## src/hdl/wcse_pkg.sv

```systemverilog
// ----------------------------------------------------------------------------
// wcse_pkg
// Shared types and constants for the wheel counter to scroll events block.
// ----------------------------------------------------------------------------
`default_nettype none

package wcse_pkg;

  localparam int unsigned RepMax    = 128;
  localparam int unsigned NumSlots  = 6;
  localparam int unsigned CfgIdxW   = 3;
  localparam int unsigned CfgDataW  = 8;

  typedef enum logic [2:0] {
    EvFourth = 3'd0,
    EvLeft   = 3'd1,
    EvRight  = 3'd2,
    EvUp     = 3'd3,
    EvDown   = 3'd4
  } event_code_e;

  typedef enum logic [CfgIdxW-1:0] {
    CfgReverseBoth  = 3'd0,
    CfgReverseX     = 3'd1,
    CfgReverseY     = 3'd2,
    CfgModSwapMask  = 3'd3,
    CfgBtnSwapMask  = 3'd4,
    CfgLeftFourth   = 3'd5,
    CfgRightFourth  = 3'd6,
    CfgButtonScroll = 3'd7
  } cfg_idx_e;

  typedef struct packed {
    logic       reverse_both;
    logic       reverse_x;
    logic       reverse_y;
    logic [7:0] modifier_swap_mask;
    logic [5:0] button_swap_mask;
    logic       left_fourth_enable;
    logic       right_fourth_enable;
    logic       button_scroll_enable;
  } cfg_t;

  // slots in result order: left fourth, wheel left, right fourth, wheel right,
  // horizontal wheel, vertical wheel
  typedef struct packed {
    logic [NumSlots-1:0] slot_mask;
    logic                x_neg;
    logic                y_neg;
    logic [7:0]          x_cnt;
    logic [7:0]          y_cnt;
  } tick_rec_t;

endpackage

`default_nettype wire

```

## src/hdl/wcse_front.sv

```systemverilog
// ----------------------------------------------------------------------------
// wcse_front
// Takes one tick, forms wheel deltas and spare button edges, and writes
// a record of the results it causes into the queue.
// ----------------------------------------------------------------------------
`default_nettype none

module wcse_front #(
  parameter int unsigned COUNTER_BITS = 8
) (
  input  wire logic                clk_i,
  input  wire logic                rst_ni,
  input  wire wcse_pkg::cfg_t      cfg_i,
  input  wire logic                in_valid_i,
  output logic                     in_ready_o,
  input  wire logic [7:0]          count_x_i,
  input  wire logic [7:0]          count_y_i,
  input  wire logic [7:0]          port_a_bits_i,
  input  wire logic [7:0]          pot_bits_i,
  input  wire logic [7:0]          key_qualifiers_i,
  input  wire logic                q_full_i,
  output logic                     q_push_o,
  output wcse_pkg::tick_rec_t      q_data_o
);

  localparam int unsigned CB = COUNTER_BITS;
  localparam int unsigned MW = COUNTER_BITS + 8;

  logic [CB-1:0] prev_x_q, prev_x_d;
  logic [CB-1:0] prev_y_q, prev_y_d;
  logic          primed_q, primed_d;
  logic          prev_left_q, prev_left_d;
  logic          prev_right_q, prev_right_d;

  logic [MW-1:0] ext_x, ext_y;
  logic [CB-1:0] cur_x, cur_y;
  logic [CB-1:0] dx, dy;
  logic [CB-1:0] mag_x, mag_y;
  logic [7:0]    cnt_x, cnt_y;
  logic          nz_x, nz_y, neg_x, neg_y;
  logic          hx_nz, hy_nz, hx_neg, hy_neg;
  logic [7:0]    hx_cnt, hy_cnt;
  logic [5:0]    pressed;
  logic          swap;
  logic          left_en, right_en, left_fall, right_fall;
  logic          accept;
  logic [wcse_pkg::NumSlots-1:0] mask;

  assign in_ready_o = !q_full_i;
  assign accept     = in_valid_i && in_ready_o;

  assign ext_x = MW'(count_x_i);
  assign ext_y = MW'(count_y_i);
  assign cur_x = ext_x[CB-1:0];
  assign cur_y = ext_y[CB-1:0];

  always_comb begin
    dx    = cur_x - prev_x_q;
    dy    = cur_y - prev_y_q;
    neg_x = dx[CB-1];
    neg_y = dy[CB-1];
    nz_x  = |dx;
    nz_y  = |dy;
    mag_x = neg_x ? (~dx + CB'(1)) : dx;
    mag_y = neg_y ? (~dy + CB'(1)) : dy;
    cnt_x = (MW'(mag_x) > MW'(wcse_pkg::RepMax)) ? 8'(wcse_pkg::RepMax) : 8'(MW'(mag_x));
    cnt_y = (MW'(mag_y) > MW'(wcse_pkg::RepMax)) ? 8'(wcse_pkg::RepMax) : 8'(MW'(mag_y));
  end

  always_comb begin
    pressed = {~pot_bits_i[6], ~pot_bits_i[4], ~pot_bits_i[2], ~pot_bits_i[0],
               ~port_a_bits_i[7], ~port_a_bits_i[6]};
    swap = (|(key_qualifiers_i & cfg_i.modifier_swap_mask))
        || (|(pressed & cfg_i.button_swap_mask));
    // sign flips only; magnitudes ride along with the swap
    if (swap) begin
      hx_nz  = nz_y;
      hy_nz  = nz_x;
      hx_neg = neg_y ^ cfg_i.reverse_both ^ cfg_i.reverse_x;
      hy_neg = neg_x ^ cfg_i.reverse_both ^ cfg_i.reverse_y;
      hx_cnt = cnt_y;
      hy_cnt = cnt_x;
    end else begin
      hx_nz  = nz_x;
      hy_nz  = nz_y;
      hx_neg = neg_x ^ cfg_i.reverse_both ^ cfg_i.reverse_x;
      hy_neg = neg_y ^ cfg_i.reverse_both ^ cfg_i.reverse_y;
      hx_cnt = cnt_x;
      hy_cnt = cnt_y;
    end
  end

  assign left_en    = cfg_i.left_fourth_enable || cfg_i.button_scroll_enable;
  assign right_en   = cfg_i.right_fourth_enable || cfg_i.button_scroll_enable;
  assign left_fall  = left_en && prev_left_q && !port_a_bits_i[7];
  assign right_fall = right_en && prev_right_q && !pot_bits_i[6];

  always_comb begin
    mask = {hy_nz, hx_nz,
            right_fall && cfg_i.button_scroll_enable,
            right_fall && cfg_i.right_fourth_enable,
            left_fall && cfg_i.button_scroll_enable,
            left_fall && cfg_i.left_fourth_enable};
    q_data_o.slot_mask = mask;
    q_data_o.x_neg     = hx_neg;
    q_data_o.y_neg     = hy_neg;
    q_data_o.x_cnt     = hx_cnt;
    q_data_o.y_cnt     = hy_cnt;
    q_push_o           = accept && primed_q && (|mask);
  end

  always_comb begin
    prev_x_d     = prev_x_q;
    prev_y_d     = prev_y_q;
    primed_d     = primed_q;
    prev_left_d  = prev_left_q;
    prev_right_d = prev_right_q;
    if (accept) begin
      prev_x_d = cur_x;
      prev_y_d = cur_y;
      primed_d = 1'b1;
      // first tick leaves spare history alone
      if (primed_q) begin
        if (left_en) begin
          prev_left_d = port_a_bits_i[7];
        end
        if (right_en) begin
          prev_right_d = pot_bits_i[6];
        end
      end
    end
  end

  always_ff @(posedge clk_i or negedge rst_ni) begin
    if (!rst_ni) begin
      prev_x_q     <= '0;
      prev_y_q     <= '0;
      primed_q     <= 1'b0;
      prev_left_q  <= 1'b0;
      prev_right_q <= 1'b0;
    end else begin
      prev_x_q     <= prev_x_d;
      prev_y_q     <= prev_y_d;
      primed_q     <= primed_d;
      prev_left_q  <= prev_left_d;
      prev_right_q <= prev_right_d;
    end
  end

endmodule

`default_nettype wire

```

## src/hdl/wcse_queue.sv

```systemverilog
// ----------------------------------------------------------------------------
// wcse_queue
// Two-entry queue of tick records between the front and the back.
// ----------------------------------------------------------------------------
`default_nettype none

module wcse_queue (
  input  wire logic                clk_i,
  input  wire logic                rst_ni,
  input  wire logic                push_i,
  input  wire wcse_pkg::tick_rec_t push_data_i,
  output logic                     full_o,
  input  wire logic                pop_i,
  output logic                     valid_o,
  output wcse_pkg::tick_rec_t      head_o
);

  localparam int unsigned Depth = 2;

  wcse_pkg::tick_rec_t mem_q [Depth];
  logic                wr_ptr_q, wr_ptr_d;
  logic                rd_ptr_q, rd_ptr_d;
  logic [1:0]          count_q, count_d;

  assign full_o  = (count_q == 2'(Depth));
  assign valid_o = (count_q != 2'd0);
  assign head_o  = mem_q[rd_ptr_q];

  always_comb begin
    wr_ptr_d = wr_ptr_q;
    rd_ptr_d = rd_ptr_q;
    count_d  = count_q;
    if (push_i) begin
      wr_ptr_d = ~wr_ptr_q;
    end
    if (pop_i) begin
      rd_ptr_d = ~rd_ptr_q;
    end
    if (push_i && !pop_i) begin
      count_d = count_q + 2'd1;
    end else if (pop_i && !push_i) begin
      count_d = count_q - 2'd1;
    end
  end

  always_ff @(posedge clk_i) begin
    if (push_i) begin
      mem_q[wr_ptr_q] <= push_data_i;
    end
  end

  always_ff @(posedge clk_i or negedge rst_ni) begin
    if (!rst_ni) begin
      wr_ptr_q <= 1'b0;
      rd_ptr_q <= 1'b0;
      count_q  <= 2'd0;
    end else begin
      wr_ptr_q <= wr_ptr_d;
      rd_ptr_q <= rd_ptr_d;
      count_q  <= count_d;
    end
  end

endmodule

`default_nettype wire

```

## src/hdl/wcse_back.sv

```systemverilog
// ----------------------------------------------------------------------------
// wcse_back
// Drains one tick record at a time, one result per cycle while out_ready_i
// does not stall the output register, into the output register.
// ----------------------------------------------------------------------------
`default_nettype none

module wcse_back (
  input  wire logic                clk_i,
  input  wire logic                rst_ni,
  input  wire logic                q_valid_i,
  input  wire wcse_pkg::tick_rec_t q_head_i,
  output logic                     q_pop_o,
  output logic                     out_valid_o,
  input  wire logic                out_ready_i,
  output logic [2:0]               event_code_o,
  output logic [7:0]               repeat_count_o,
  output logic                     last_of_tick_o
);

  localparam int unsigned NS = wcse_pkg::NumSlots;

  logic [NS-1:0]       cur_q, cur_d;
  wcse_pkg::tick_rec_t rec_q;
  logic [NS-1:0]       sel, rest;
  logic                emit;
  logic                out_valid_q, out_valid_d;
  wcse_pkg::event_code_e code_q, code;
  logic [7:0]          cnt_q, cnt;
  logic                last_q;

  always_comb begin
    sel  = cur_q & (~cur_q + NS'(1));
    rest = cur_q & ~sel;
    emit = (|cur_q) && (!out_valid_q || out_ready_i);
    // reload as soon as the current record has no slots left
    q_pop_o = q_valid_i && (!(|cur_q) || (emit && !(|rest)));
    if (q_pop_o) begin
      cur_d = q_head_i.slot_mask;
    end else if (emit) begin
      cur_d = rest;
    end else begin
      cur_d = cur_q;
    end
  end

  always_comb begin
    code = wcse_pkg::EvFourth;
    cnt  = 8'd1;
    if (sel[1]) begin
      code = wcse_pkg::EvLeft;
    end else if (sel[3]) begin
      code = wcse_pkg::EvRight;
    end else if (sel[4]) begin
      code = rec_q.x_neg ? wcse_pkg::EvRight : wcse_pkg::EvLeft;
      cnt  = rec_q.x_cnt;
    end else if (sel[5]) begin
      code = rec_q.y_neg ? wcse_pkg::EvDown : wcse_pkg::EvUp;
      cnt  = rec_q.y_cnt;
    end
  end

  always_comb begin
    out_valid_d = out_valid_q;
    if (emit) begin
      out_valid_d = 1'b1;
    end else if (out_ready_i) begin
      out_valid_d = 1'b0;
    end
  end

  always_ff @(posedge clk_i) begin
    if (q_pop_o) begin
      rec_q <= q_head_i;
    end
    if (emit) begin
      code_q <= code;
      cnt_q  <= cnt;
      last_q <= !(|rest);
    end
  end

  always_ff @(posedge clk_i or negedge rst_ni) begin
    if (!rst_ni) begin
      cur_q       <= '0;
      out_valid_q <= 1'b0;
    end else begin
      cur_q       <= cur_d;
      out_valid_q <= out_valid_d;
    end
  end

  assign out_valid_o    = out_valid_q;
  assign event_code_o   = code_q;
  assign repeat_count_o = cnt_q;
  assign last_of_tick_o = last_q;

endmodule

`default_nettype wire

```

## src/hdl/wheel_counter_to_scroll_events.sv

```systemverilog
// a tick is written to the queue, loaded into the back end, then registered at the output
// throughput: one result per cycle while out_ready_i does not stall the output
// input side stalls only when the two-entry record queue is full
// reset: configuration clears to zero, the first tick after reset only loads the counters
// ----------------------------------------------------------------------------
// wheel_counter_to_scroll_events_core
// Turns per-frame wheel counter samples and button bytes into scroll events.
// ----------------------------------------------------------------------------
`default_nettype none

module wheel_counter_to_scroll_events_core #(
  parameter int unsigned COUNTER_BITS = 8
) (
  input  wire logic       clk_i,
  input  wire logic       rst_ni,
  input  wire logic       cfg_valid_i,
  output logic            cfg_ready_o,
  input  wire logic [2:0] cfg_index_i,
  input  wire logic [7:0] cfg_data_i,
  input  wire logic       in_valid_i,
  output logic            in_ready_o,
  input  wire logic [7:0] count_x_i,
  input  wire logic [7:0] count_y_i,
  input  wire logic [7:0] port_a_bits_i,
  input  wire logic [7:0] pot_bits_i,
  input  wire logic [7:0] key_qualifiers_i,
  output logic            out_valid_o,
  input  wire logic       out_ready_i,
  output logic [2:0]      event_code_o,
  output logic [7:0]      repeat_count_o,
  output logic            last_of_tick_o
);

  wcse_pkg::cfg_t      cfg_q, cfg_d;
  wcse_pkg::tick_rec_t push_data, head;
  logic                push, full, pop, q_valid;

  assign cfg_ready_o = 1'b1;

  always_comb begin
    cfg_d = cfg_q;
    if (cfg_valid_i) begin
      case (wcse_pkg::cfg_idx_e'(cfg_index_i))
        wcse_pkg::CfgReverseBoth:  cfg_d.reverse_both         = cfg_data_i[0];
        wcse_pkg::CfgReverseX:     cfg_d.reverse_x            = cfg_data_i[0];
        wcse_pkg::CfgReverseY:     cfg_d.reverse_y            = cfg_data_i[0];
        wcse_pkg::CfgModSwapMask:  cfg_d.modifier_swap_mask   = cfg_data_i;
        wcse_pkg::CfgBtnSwapMask:  cfg_d.button_swap_mask     = cfg_data_i[5:0];
        wcse_pkg::CfgLeftFourth:   cfg_d.left_fourth_enable   = cfg_data_i[0];
        wcse_pkg::CfgRightFourth:  cfg_d.right_fourth_enable  = cfg_data_i[0];
        wcse_pkg::CfgButtonScroll: cfg_d.button_scroll_enable = cfg_data_i[0];
        default: cfg_d = cfg_q;
      endcase
    end
  end

  always_ff @(posedge clk_i or negedge rst_ni) begin
    if (!rst_ni) begin
      cfg_q <= '0;
    end else begin
      cfg_q <= cfg_d;
    end
  end

  wcse_front #(
    .COUNTER_BITS (COUNTER_BITS)
  ) u_front (
    .clk_i            (clk_i),
    .rst_ni           (rst_ni),
    .cfg_i            (cfg_q),
    .in_valid_i       (in_valid_i),
    .in_ready_o       (in_ready_o),
    .count_x_i        (count_x_i),
    .count_y_i        (count_y_i),
    .port_a_bits_i    (port_a_bits_i),
    .pot_bits_i       (pot_bits_i),
    .key_qualifiers_i (key_qualifiers_i),
    .q_full_i         (full),
    .q_push_o         (push),
    .q_data_o         (push_data)
  );

  wcse_queue u_queue (
    .clk_i       (clk_i),
    .rst_ni      (rst_ni),
    .push_i      (push),
    .push_data_i (push_data),
    .full_o      (full),
    .pop_i       (pop),
    .valid_o     (q_valid),
    .head_o      (head)
  );

  wcse_back u_back (
    .clk_i          (clk_i),
    .rst_ni         (rst_ni),
    .q_valid_i      (q_valid),
    .q_head_i       (head),
    .q_pop_o        (pop),
    .out_valid_o    (out_valid_o),
    .out_ready_i    (out_ready_i),
    .event_code_o   (event_code_o),
    .repeat_count_o (repeat_count_o),
    .last_of_tick_o (last_of_tick_o)
  );

endmodule

`default_nettype wire
```

## config.mk

```make
export PLATFORM = sky130hd
export DESIGN_NAME = wheel_counter_to_scroll_events_core
export DESIGN_NICKNAME = d
export VERILOG_FILES = /design/src/hdl/wcse_pkg.sv /design/src/hdl/wcse_front.sv /design/src/hdl/wcse_queue.sv /design/src/hdl/wcse_back.sv /design/src/hdl/wheel_counter_to_scroll_events.sv
export SDC_FILE = /design/constraint.sdc
export NUM_CORES = 1
export LEC_CHECK = 0
export CORE_MARGIN = 2
export CORE_UTILIZATION = 55
export DETAILED_ROUTE_END_ITERATION = 7
export DONT_BUFFER_PORTS = 1
export GPL_TIMING_DRIVEN = 0
export PLACE_DENSITY = 0.7
export SYNTH_ARGS = -nofsm -noshare
export SYNTH_HDL_FRONTEND = slang
export SYNTH_SLANG_ARGS = --single-unit
export TNS_END_PERCENT = 30
```

## constraint.sdc

```tcl
create_clock -name clk_i -period 5 [get_ports clk_i]
set_input_delay 1 -clock clk_i [delete_from_list [all_inputs] [get_ports clk_i]]
set_output_delay 1 -clock clk_i [all_outputs]
set_load 0.01 [all_outputs]
```

# Yosys cells after proc, flatten, opt, wreduce, memory -nomap -nowiden

Memory sizes are Yosys's and may differ from the RTL's.
Index checks and enable logic that the tools add are counted.

Add/subtract/negate cells: 7
Magnitude comparators: 2
Eq/ne operators: 8
Multiplexer cells: 25
Bitwise logic cells: 22
Reduce and logical (&&, ||, !) cells: 52

Operator list:

| cell                | number |
|---|---|
| $mux 8              | 8 |
| $reduce_or 6->1     | 4 |
| $reduce_or 8->1     | 3 |
| $and 6x6->6         | 3 |
| $add 8x1->8 const B | 2 |
| $gt 8x8->1 const B  | 2 |
| $logic_and 1x1->1   | 16 |
| $not 8->8           | 2 |
| $reduce_and 2->1    | 8 |
| $sub 8x8->8         | 2 |
| $eq 3x3->1 const B  | 4 |
| $mux 6              | 2 |
| $not 6->6           | 2 |
| $mux 3              | 3 |
| $and 8x8->8         | 1 |
| $logic_not 1->1     | 8 |
| $mux 1              | 8 |
| $mux 2              | 4 |
| $not 1->1           | 8 |
| $reduce_bool 2->1   | 4 |
| $add 6x1->6 const B | 1 |
| $eq 3x2->1 const B  | 2 |
| $reduce_and 3->1    | 2 |
| $xor 1x1->1         | 6 |
| 7 further kinds     | 11 |

Register bits after elaboration: 80
Bits in writable memories: 48
Input port bits: 56
Output and inout port bits: 15
Memories kept: 1

Memories:

| memory        | words | bits a word | read ports | clocked after Yosys merged registers in | write ports | line             | text |
|---|---|---|---|---|---|---|---|
| u_queue.mem_q | 2     | 24          | 1          | 0                                       | 1           | wcse_queue.sv:20 | `wcse_pkg::tick_rec_t mem_q [Depth];` |

# Logic depth before layout (Yosys ltp)

Gate-level depths: netlist (run 1).

Word-level depth: 13
Mapped depth: 16

# Modules after synthesis

A second synthesis (run 1) with hierarchy kept.

Cell total of the unflattened synthesis: 533
Area, all modules: 6,794.0 um^2

By module, submodules not included:

| module                              | times used | cells each | area each (um^2) | seq. area each (um^2) |
|---|---|---|---|---|
| wcse_front                          | 1          | 301        | 2,483.6          | 475.5 |
| wcse_queue                          | 1          | 91         | 2,023.2          | 1,541.5 |
| wcse_back                           | 1          | 90         | 1,431.4          | 1,076.0 |
| wheel_counter_to_scroll_events_core | 1          | 51         | 855.8            | 500.5 |

# Worst setup path before layout (run 1)

No wires, ideal clock.

Path type: input-to-reg
Start: input count_x_i[0]
End: memory u_queue.mem_q[1][0] (netlist name) (enable)
Library setup time: 0.405 ns
Arrival time: 3.830 ns
Slack: 0.765 ns
Cell stages on the path: 12
Path buffers: 0
Path through: inv_1 ha_1 inv_1 fa_1 a21oi_1 o211ai_1 a21oi_1 xnor2_1 nor3_1 and3b_1 a31o_4 nor2_1

Word-level cells in the longest chain between the ends: 7
Elaborated cells between the ends (all ways): 8
Those cells by class: 1 x add/sub; 4 x mux; 3 x reduce/logical

Ends and longest elaborated chain:

| what                             | line                                 | text |
|---|---|---|
| start: declaration               | wheel_counter_to_scroll_events.sv:22 | `input wire logic [7:0] count_x_i,` |
| $sub 8x8->8 (*)                  | wcse_front.sv:58                     | `dx = cur_x - prev_x_q;` |
| $reduce_or 8->1 (*)              | wcse_front.sv:62                     | `nz_x = \|dx;` |
| $mux 1                           | wcse_front.sv:76                     | `if (swap) begin` |
| $reduce_or 6->1 (*)              | wcse_front.sv:109                    | `q_push_o = accept && primed_q && (\|mask);` |
| $logic_and 1x1->1 (*)            | wcse_front.sv:109                    |  |
| $mux 1 (*)                       | wcse_queue.sv:47                     | `if (push_i) begin` |
| $mux 1 (not written as such) (*) | wcse_queue.sv:48                     | `mem_q[wr_ptr_q] <= push_data_i;` |
| end: declaration                 | wcse_queue.sv:20                     |  |

Mark *: on every way between the ends. The rest lies on a longest branch, timed or not.

# Worst setup path after layout (run 1)

Start: input count_y_i[0]
End: memory u_queue.mem_q[0][5] (netlist name) (enable)

Word-level cells in the longest chain between the ends: 7
Elaborated cells between the ends (all ways): 8
Those cells by class: 1 x add/sub; 4 x mux; 3 x reduce/logical

Ends and longest elaborated chain:

| what                             | line                                 | text |
|---|---|---|
| start: declaration               | wheel_counter_to_scroll_events.sv:23 | `input wire logic [7:0] count_y_i,` |
| $sub 8x8->8 (*)                  | wcse_front.sv:59                     | `dy = cur_y - prev_y_q;` |
| $reduce_or 8->1 (*)              | wcse_front.sv:63                     | `nz_y = \|dy;` |
| $mux 1                           | wcse_front.sv:76                     |  |
| $reduce_or 6->1 (*)              | wcse_front.sv:109                    |  |
| $logic_and 1x1->1 (*)            | wcse_front.sv:109                    |  |
| $mux 1 (*)                       | wcse_queue.sv:47                     |  |
| $mux 1 (not written as such) (*) | wcse_queue.sv:48                     |  |

Marked as above.

==> results, run 1 <==
- The maximum number of pins on one net before global-route repair is 51.
- The worst clock skew is 6.009 ps.
- Per report_power, the combinational group accounts for 38.7% of the total.
- After layout, the worst path uses 73.16% of the clock period.
- The synthesized flop and latch total is 128.
- The cell family with the largest share of critical-path delay is simple AND/OR/NAND/NOR gates.
- Summed over all layers, the routed wires come to 10870 um.
- Per report_power, the sequential group accounts for 37.0% of the total.
- The floorplan step defined a die boundary enclosing 12370 um2.
- The critical path is of the in2reg type.
- The arrival time of the worst setup path is 3780 ps.
- Counting every instance in the synthesized netlist gives 527.
- The routed layout has 3885 vias.
- Cells with a size suffix above 1 make up 16.22% of the layout.
- Counting distinct cell types in the post-synthesis netlist gives 59.
- The class of the tightest hold or removal check is in2async.
- Of the total power, the share spent switching nets is 34.12%.
- In this run the worst setup path begins at count_y_i[0].
- The count of final max-slew check failures is 0.
- Yosys mapped a number of flops with a built-in enable equal to 78.
- 0 antenna diodes ended up in the layout.
- From bottom edge to top edge, the die measures 111.2 um.
- The global placer's final weighted congestion is 0.8389.
- The number of nets at the end of the flow is 625.
- Derived from the worst setup path, the maximum achievable clock frequency is 273.4 MHz.
- The library cell used as clock root buffer is sky130_fd_sc_hd__clkbuf_16.
- The total DRC errors in the routed layout is 0.
- The flow ran to the end, and the final reports show no timing, DRC or antenna violations.
- The first TritonRoute pass finished after 4 iterations.
- The delay of the slowest cell on the worst path is 470 ps.
- Setup repair after global routing left no endpoint under its margin.
- The detailed router finished its first iteration with 215 violations.
- Using the TritonRoute via totals, the vias-per-cell ratio works out to 5.518.
- Measured against its own limit, the worst slew margin works out to 33.62%.
- The number of global-route vias before repair came to 3874.
- The hold buffer count at CTS is 0.
- The cell taking the most area after synthesis is sky130_fd_sc_hd__edfxtp_1.
- The H-tree depth is 4.
- The post-route antenna net violation count is 0.
- TritonCTS created 17 clock buffers.
- The total power of the final layout is 5.268 mW.
- The initial antenna violation count is 0.
- The startpoint of the lowest-slack register-to-register path is u_front.prev_y_q[0]$_DFFE_PN0P_.
- The clock reaches the later pin of the worst-skew pair after 420 ps.
- The post-route non-filler standard cell count is 704.
- Setup violations remaining at the end of the flow were counted as 0.
- In this run the cell area of the synthesized design comes to 6325 um2.
- The fraction of post-synthesis cell area in the top cell type by area is 37.03%.
- The clock slew seen by the registers of the worst setup and hold paths is 50 ps.
- STA classifies the critical path startpoint as an input port.
- The wire length per cell after detailed routing is 15.43 um.
- Relative to the synthesized area, the layout overhead comes to 13.16%.
- Summed over all cells, the static leakage comes to 2.830 nW.
- The I/O pin total is 71.
- The total of warnings raised by yosys is 0.
- TritonCTS built the clock tree.
- The clock network burns 24.2% of the power.
- The region available for standard cell placement spans 11320 um2.
- The largest buffer count on any clock path is 2.
- The count of endpoints failing hold in the final timing report is 0.
- The areal power density over the cells is 736.1 nW/um2.
- Of all nets on the critical path, the largest fanout is 14.
- Of the synthesized area, sequential elements account for 56.82%.
- Global routing used 19.06% of the available tracks.
- Traced cell by cell, the critical path runs through inv_1, ha_1, inv_1, fa_1, a211oi_1, nor2_1, xor2_1, nor4_1, and3_1, a31o_4, nor2_2, buf_8.
- The critical path endpoint category is a flop.
- Together, buffers and inverters on the worst path number 3.
- The total overflow left after global routing is 0.
- The number of post-CTS setup repair buffers is 0.
- The max-capacitance violation count is 0.
- At the worst endpoint, the required time is 5120 ps.
- The library cell appearing most often on the critical path is sky130_fd_sc_hd__inv_1.
- The library cell used most frequently in the layout, excluding fill and tap cells, is sky130_fd_sc_hd__edfxtp_1.
- The estimated wirelength of the detail-placed design is 7918 um.
- The number of nets handed over by synthesis was 604.
- The number of placed cells counting well taps is 672.
- Cell internal power was estimated by the tool at 3.471 mW.
- In the synthesized netlist the dominant register cell turns out to be sky130_fd_sc_hd__edfxtp_1.
- Gates resized during post-CTS repair numbered 0.
- In the layout the commonest cells are sky130_fd_sc_hd__edfxtp_1 (78), sky130_fd_sc_hd__dfrtp_1 (50), sky130_fd_sc_hd__mux2_2 (44).
- The first global-routing pass estimated 18640 um of wire.
- The floorplan has 39 rows.
- For this run, asynchronously set or reset flops after synthesis account for 39.06%.
- After synthesis, the cell types taking the most area are sky130_fd_sc_hd__edfxtp_1 (37%), sky130_fd_sc_hd__dfrtp_1 (20%), sky130_fd_sc_hd__mux2_2 (7.8%).
- After synthesis, the mean cell area works out to 12.00 um2.
- The worst-case vdd ir drop is 0.0005311 V.
- The worst hold margin is 275.5 ps.
- For this configuration, the core starts out at a cell density of 55.87%.
- The tree built by TritonCTS fans out to 128 sinks.
- The final period demand of the worst path is 3658 ps.
- The number of input and output port buffers inserted is 0.
- For the pin with the worst max-slew slack, the measured transition is 988.1 ps.
- The switching component of the power is 1.797 mW.
- The cell with the largest stage delay on the worst path is sky130_fd_sc_hd__nor2_2.
- In this run the horizontal extent of the chip is 111.2 um.
- The setup TNS is 0 ps.
==> per-stage QoR <==
step,setup slack (ps),area [um2],utilization (%)
2_1_floorplan,765.1,6325,-
3_3_place_gp,158.3,6504,57.45
3_5_place_dp,931.7,6539,57.76
4_1_cts,1356,7157,63.22
5_1_grt,1120,7157,63.22
6_report,1342,7157,63.22
==> power groups by stage <==
stage                     registers [mW]  clock network, mW  logic, mW
after detailed placement            1.97                  0       2.02
after global placement              1.95                  0       1.93
after floorplan                     1.93                  0       1.62
final                               1.95               1.28       2.04
after CTS                           1.96               1.29       2.04
after global routing                1.99               1.34       2.30
==> state kept, by name, indices dropped and copies added (netlist names) <==
register	cells
cfg_q	20
u_back.cur_q	6
u_back.event_code_o	3
u_back.last_of_tick_o	1
u_back.out_valid_o	1
u_back.rec_q	18
u_back.repeat_count_o	8
u_front.prev_left_q	1
u_front.prev_right_q	1
u_front.prev_x_q	8
u_front.prev_y_q	8
u_front.primed_q	1
u_queue.count_q	2
u_queue.mem_q	48
u_queue.rd_ptr_q	1
u_queue.wr_ptr_q	1
==> cells by family after synthesis <==
family | synth area share, %
compound gates | 9.436
xor+xnor | 4.273
other cells | 0.05929
simple gates | 10.82
mux | 10.68
buf+inv | 3.363
fa+ha+maj | 4.550
flops | 56.82
==> metal layers <==
layer	wire length [um]	track usage [%]	up-vias
met4	236	8.971	0
li1	-	-	1932
met2	5132	29.51	90
met1	5043	24.83	1838
met5	0	0	-
met3	453	5.577	25
==> area by class of cell <==
class,instances,area (um2)
fillers,877,4164
flip-flops and latches,128,3593
multi-input cells,347,2524
clock buffers,17,425.4
clock inverters,15,192.7
well taps,143,178.9
inverters,32,120.1
plain buffers,20,92.59
repair buffers,2,30.03
==> cell usage after synthesis (5+ instances only) <==
master / number
sky130_fd_sc_hd__a21oi_1: 15
sky130_fd_sc_hd__a22o_1: 7
sky130_fd_sc_hd__clkbuf_1: 13
sky130_fd_sc_hd__dfrtp_1: 50
sky130_fd_sc_hd__edfxtp_1: 78
sky130_fd_sc_hd__ha_1: 19
sky130_fd_sc_hd__inv_1: 32
sky130_fd_sc_hd__mux2_2: 44
sky130_fd_sc_hd__mux2i_1: 18
sky130_fd_sc_hd__nand2_1: 43
sky130_fd_sc_hd__nand2b_1: 8
sky130_fd_sc_hd__nand3_1: 5
sky130_fd_sc_hd__nor2_1: 33
sky130_fd_sc_hd__nor2b_1: 7
sky130_fd_sc_hd__nor3_1: 11
sky130_fd_sc_hd__o21ai_0: 35
sky130_fd_sc_hd__or3_1: 5
sky130_fd_sc_hd__xnor2_1: 17
sky130_fd_sc_hd__xor2_1: 12
==> final timing paths <==
path	cells past startpoint	endpoint	slack [ps]
max	12	u_queue.mem_q[0][5]$_DFFE_PP_	1340
min	0	u_front.prev_x_q[4]$_DFFE_PN0P_	280
max reg2reg	11	u_queue.mem_q[0][5]$_DFFE_PP_	1650
min reg2reg	1	u_front.primed_q$_DFFE_PN0P_	470
max in group asynchronous	0	u_back.out_valid_o$_DFFE_PN0P_	4610
min in group clk_i	1	u_front.primed_q$_DFFE_PN0P_	470
(Power assumes the default switching activity.)
==> run 2: changes to the inputs <==
- PLACE_DENSITY: 0.7 -> 0.73
- clock period: 5 -> 3.3 ns (I/O delays scaled with it)
==> results, run 2 (synthesized netlist as in run 1, its figures left out) <==
- The clock network fraction of design power is 24.1% (about the same).
- The total global-route track usage is 19.33% (+0.27 points).
- The H-tree depth was 4 (unchanged).
- The count of endpoints failing hold in the final timing report is 0 (unchanged).
- The number of clock sinks is 128 (unchanged).
- The horizontal extent of the die came to 111.2 um (unchanged).
- The largest buffer count on any clock path is 2 (unchanged).
- The arrival time of the worst setup path was 3220 ps (-560 ps).
- The flop-to-flop setup slack is 130 ps (-1520 ps).
- The period utilization is 96.08%.
- The share of total power in sequential cells is 36.3% (-0.7 points).
- The sum of overflow across all layers after global routing is 0 (unchanged).
- The nature of the critical path startpoint is a flop.
- The number of post-CTS setup repair buffers is 0 (unchanged).
- The internal power is 5.284 mW (+52%).
- STA classifies the critical path endpoint as a flop.
- The worst clock skew is 7.337 ps (+1.328 ps).
- The global placer's final weighted congestion is 0.8629 (+2.9%).
- The iteration-0 DRC count of the detailed router is 313 (+46%).
- Subtracting the final worst setup slack from the clock period gives 3171 ps.
- The capturing point of the worst reg2reg path is u_queue.mem_q[1][13]$_DFFE_PP_.
- Derived from the worst setup path, the maximum achievable clock frequency is 315.4 MHz.
- The number of nets at the end of the flow is 624 (-0.16%).
- The number of input and output port buffers inserted is 0 (unchanged).
- The total vias in the final route is 3925 (+1.0%).
- The fill cell instance count of the final layout is 870 (-0.80%).
- The worst-path maximum fanout was 24 (+10).
- The number of antenna diodes came to 0 (unchanged).
- The first-pass GRT wire length was 18870 um (+1.3%).
- The register with the most flip-flops is u_queue.mem_q.
- The final standard cell area without fillers is 7233 um2 (+1.1%).
- The estimated wirelength of the detail-placed design was 8037 um (+1.5%).
- The class of the tightest hold or removal check is in2async.
- The share of layout cells above drive strength 1 is 17.86% (+1.6 points).
- The final wirelength is 11340 um (+4.3%).
- The number of global-route vias before repair came to 3977 (+2.7%).
- The transition at the pin with the smallest max-transition slack came to 1005 ps (+16.78 ps).
- The TritonCTS clock tree is built.
- The max-capacitance violation count is 0 (unchanged).
- The portion of total power attributed to combinational logic came to 39.6% (+0.9 points).
- The post-route antenna net violation count is 0 (unchanged).
- The worst slew margin relative to its limit is 32.49% (-1.1 points).
- Leaving out fill and tap cells, the most frequent cell in the layout is sky130_fd_sc_hd__edfxtp_1.
- The library cell used as clock root buffer is sky130_fd_sc_hd__clkbuf_16.
- The worst-case vdd ir drop was 0.0005231 V (-1.5%).
- The clock slew seen by the registers of the worst setup and hold paths came to 60 ps (about the same).
- In the layout the commonest cells are sky130_fd_sc_hd__edfxtp_1 (78), sky130_fd_sc_hd__dfrtp_1 (50), sky130_fd_sc_hd__mux2_2 (44).
- The number of vias per cell after detailed routing was 5.583 (+1.2%).
- The post-route non-filler standard cell count is 703 (-0.14%).
- The effective utilization at floorplan is 55.87% (unchanged).
- The areal power density over the cells is 1124 nW/um2 (+53%).
- The maximum number of pins on one net before global-route repair is 51 (unchanged).
- The initial antenna violation count was 0 (unchanged).
- The data required time of the worst path is 3340 ps (-1780 ps).
- The number of cell instances on the worst register-to-register path is 11 (unchanged).
- The die boundary height is 111.2 um (unchanged).
- The latest clock arrival within the worst-skew pair is 420 ps (about the same).
- The number of CTS-inserted buffers came to 17 (unchanged).
- The cell area after placement came to 6509 um2 (-0.46%).
- The number of detailed-routing iterations run before antenna repair is 5 (+1).
- The site row count was 39 (unchanged).
- The wire length per cell after detailed routing was 16.13 um (+4.5%).
- The total DRC errors in the routed layout was 0 (unchanged).
- The switching fraction of total power came to 35.02% (+0.91 points).
- The static power due to leakage came to 2.837 nW (+0.24%).
- The largest registers in the layout are u_queue.mem_q: 48 flops, cfg_q: 20 flops, u_back.rec_q: 18 flops.
- The number of placed cells counting well taps is 670 (-0.30%).
- The die footprint came to 12370 um2 (unchanged).
- The setup violation total in the final timing report is 0 (unchanged).
- The number of flip-flops in the largest register is 48 (unchanged).
- The critical path is of the reg2reg type.
- The I/O pin total is 71 (unchanged).
- The flow ran to the end, and the final reports show no timing, DRC or antenna violations.
- The count of final max-slew check failures is 0 (unchanged).
- The first element of the critical path is u_front.prev_x_q[0]$_DFFE_PN0P_.
- The switching component of the power is 2.849 mW (+59%).
- Compared with the post-synthesis result, the final layout area differs by 14.36%.
- The core outline area is 11320 um2 (unchanged).
- In this run the critical register-to-register path is launched from u_front.prev_x_q[0]$_DFFE_PN0P_.
run 2: worst max-delay path by stage:
stage / to / slack [ps]
floorplan: u_queue.mem_q[0][0]$_DFFE_PP_ / -200
global placement: u_queue.mem_q[1][6]$_DFFE_PP_ / -670
detailed placement: u_queue.mem_q[1][6]$_DFFE_PP_ / -760
CTS: u_queue.mem_q[1][19]$_DFFE_PP_ / 10
global route: u_queue.mem_q[0][13]$_DFFE_PP_ / -40
finish: u_queue.mem_q[1][13]$_DFFE_PP_ / 130
run 2: area by class of cell:
type	instances	area, um2	share of cell area [%]
Inverter	32	120.1	1.661
Tap cell	143	178.9	2.474
Timing Repair Buffer	1	27.53	0.3806
Clock buffer	18	429.2	5.933
Sequential cell	128	3593	49.68
Buffer	20	92.59	1.280
Clock inverter	14	191.4	2.647
Multi-Input combinational cell	347	2600	35.95
run 2: power groups by stage:
stage / combinational [mW] / clock, mW / sequential, mW
after floorplan: 2.45 / 0 / 2.92
after global placement: 2.93 / 0 / 2.96
after detailed placement: 3.06 / 0 / 2.99
after CTS: 3.13 / 1.97 / 2.97
after global routing: 3.59 / 2.06 / 3.02
final: 3.22 / 1.96 / 2.96
run 2: what timing repair did:
action	4_1_cts	5_1_grt
pin swaps	0	2
endpoints found under the setup margin	48	50
hold endpoints to repair	50	0
hold buffers	1	0
resized for setup	2	15
run 2: per-stage QoR:
| step | hold WS [ps] | power [mW] | utilization [%] | setup WS [ps] | setup TNS, ps |
|---|---|---|---|---|---|
| 6_report | 88.04 | 8.133 | 63.89 | 129.2 | 0 |
| 3_5_place_dp | 365.5 | 6.052 | 57.49 | -760.6 | -36720 |
| 2_1_floorplan | 364.4 | 5.371 | - | -198.0 | -9504 |
| 5_1_grt | 90.40 | 8.676 | 63.89 | -36.29 | -1162 |
| 3_3_place_gp | 366.1 | 5.885 | 57.49 | -669.1 | -32270 |
| 4_1_cts | 86.69 | 8.066 | 63.31 | 14.00 | 0 |
run 2: critical path, stage by stage (launching register included):
cell and delay, ps:
sky130_fd_sc_hd__dfrtp_1 380, sky130_fd_sc_hd__ha_1 150, sky130_fd_sc_hd__inv_1 50, sky130_fd_sc_hd__fa_2 350
sky130_fd_sc_hd__a21oi_2 170, sky130_fd_sc_hd__o211ai_1 110, sky130_fd_sc_hd__a21oi_1 160, sky130_fd_sc_hd__xnor2_1 220
sky130_fd_sc_hd__nor3_2 100, sky130_fd_sc_hd__and3b_2 270, sky130_fd_sc_hd__a31o_4 280, sky130_fd_sc_hd__nor2_4 540
run 2: routing by layer:
layer	wire length [um]	share of wire, %	GRT usage, %	vias to the layer above
li1	-	-	-	1939
met2	5458	48	30.65	83
met5	0	0	0	-
met3	452	4.0	6.069	22
met1	5214	46	24.58	1881
met4	210	1.9	8.395	0
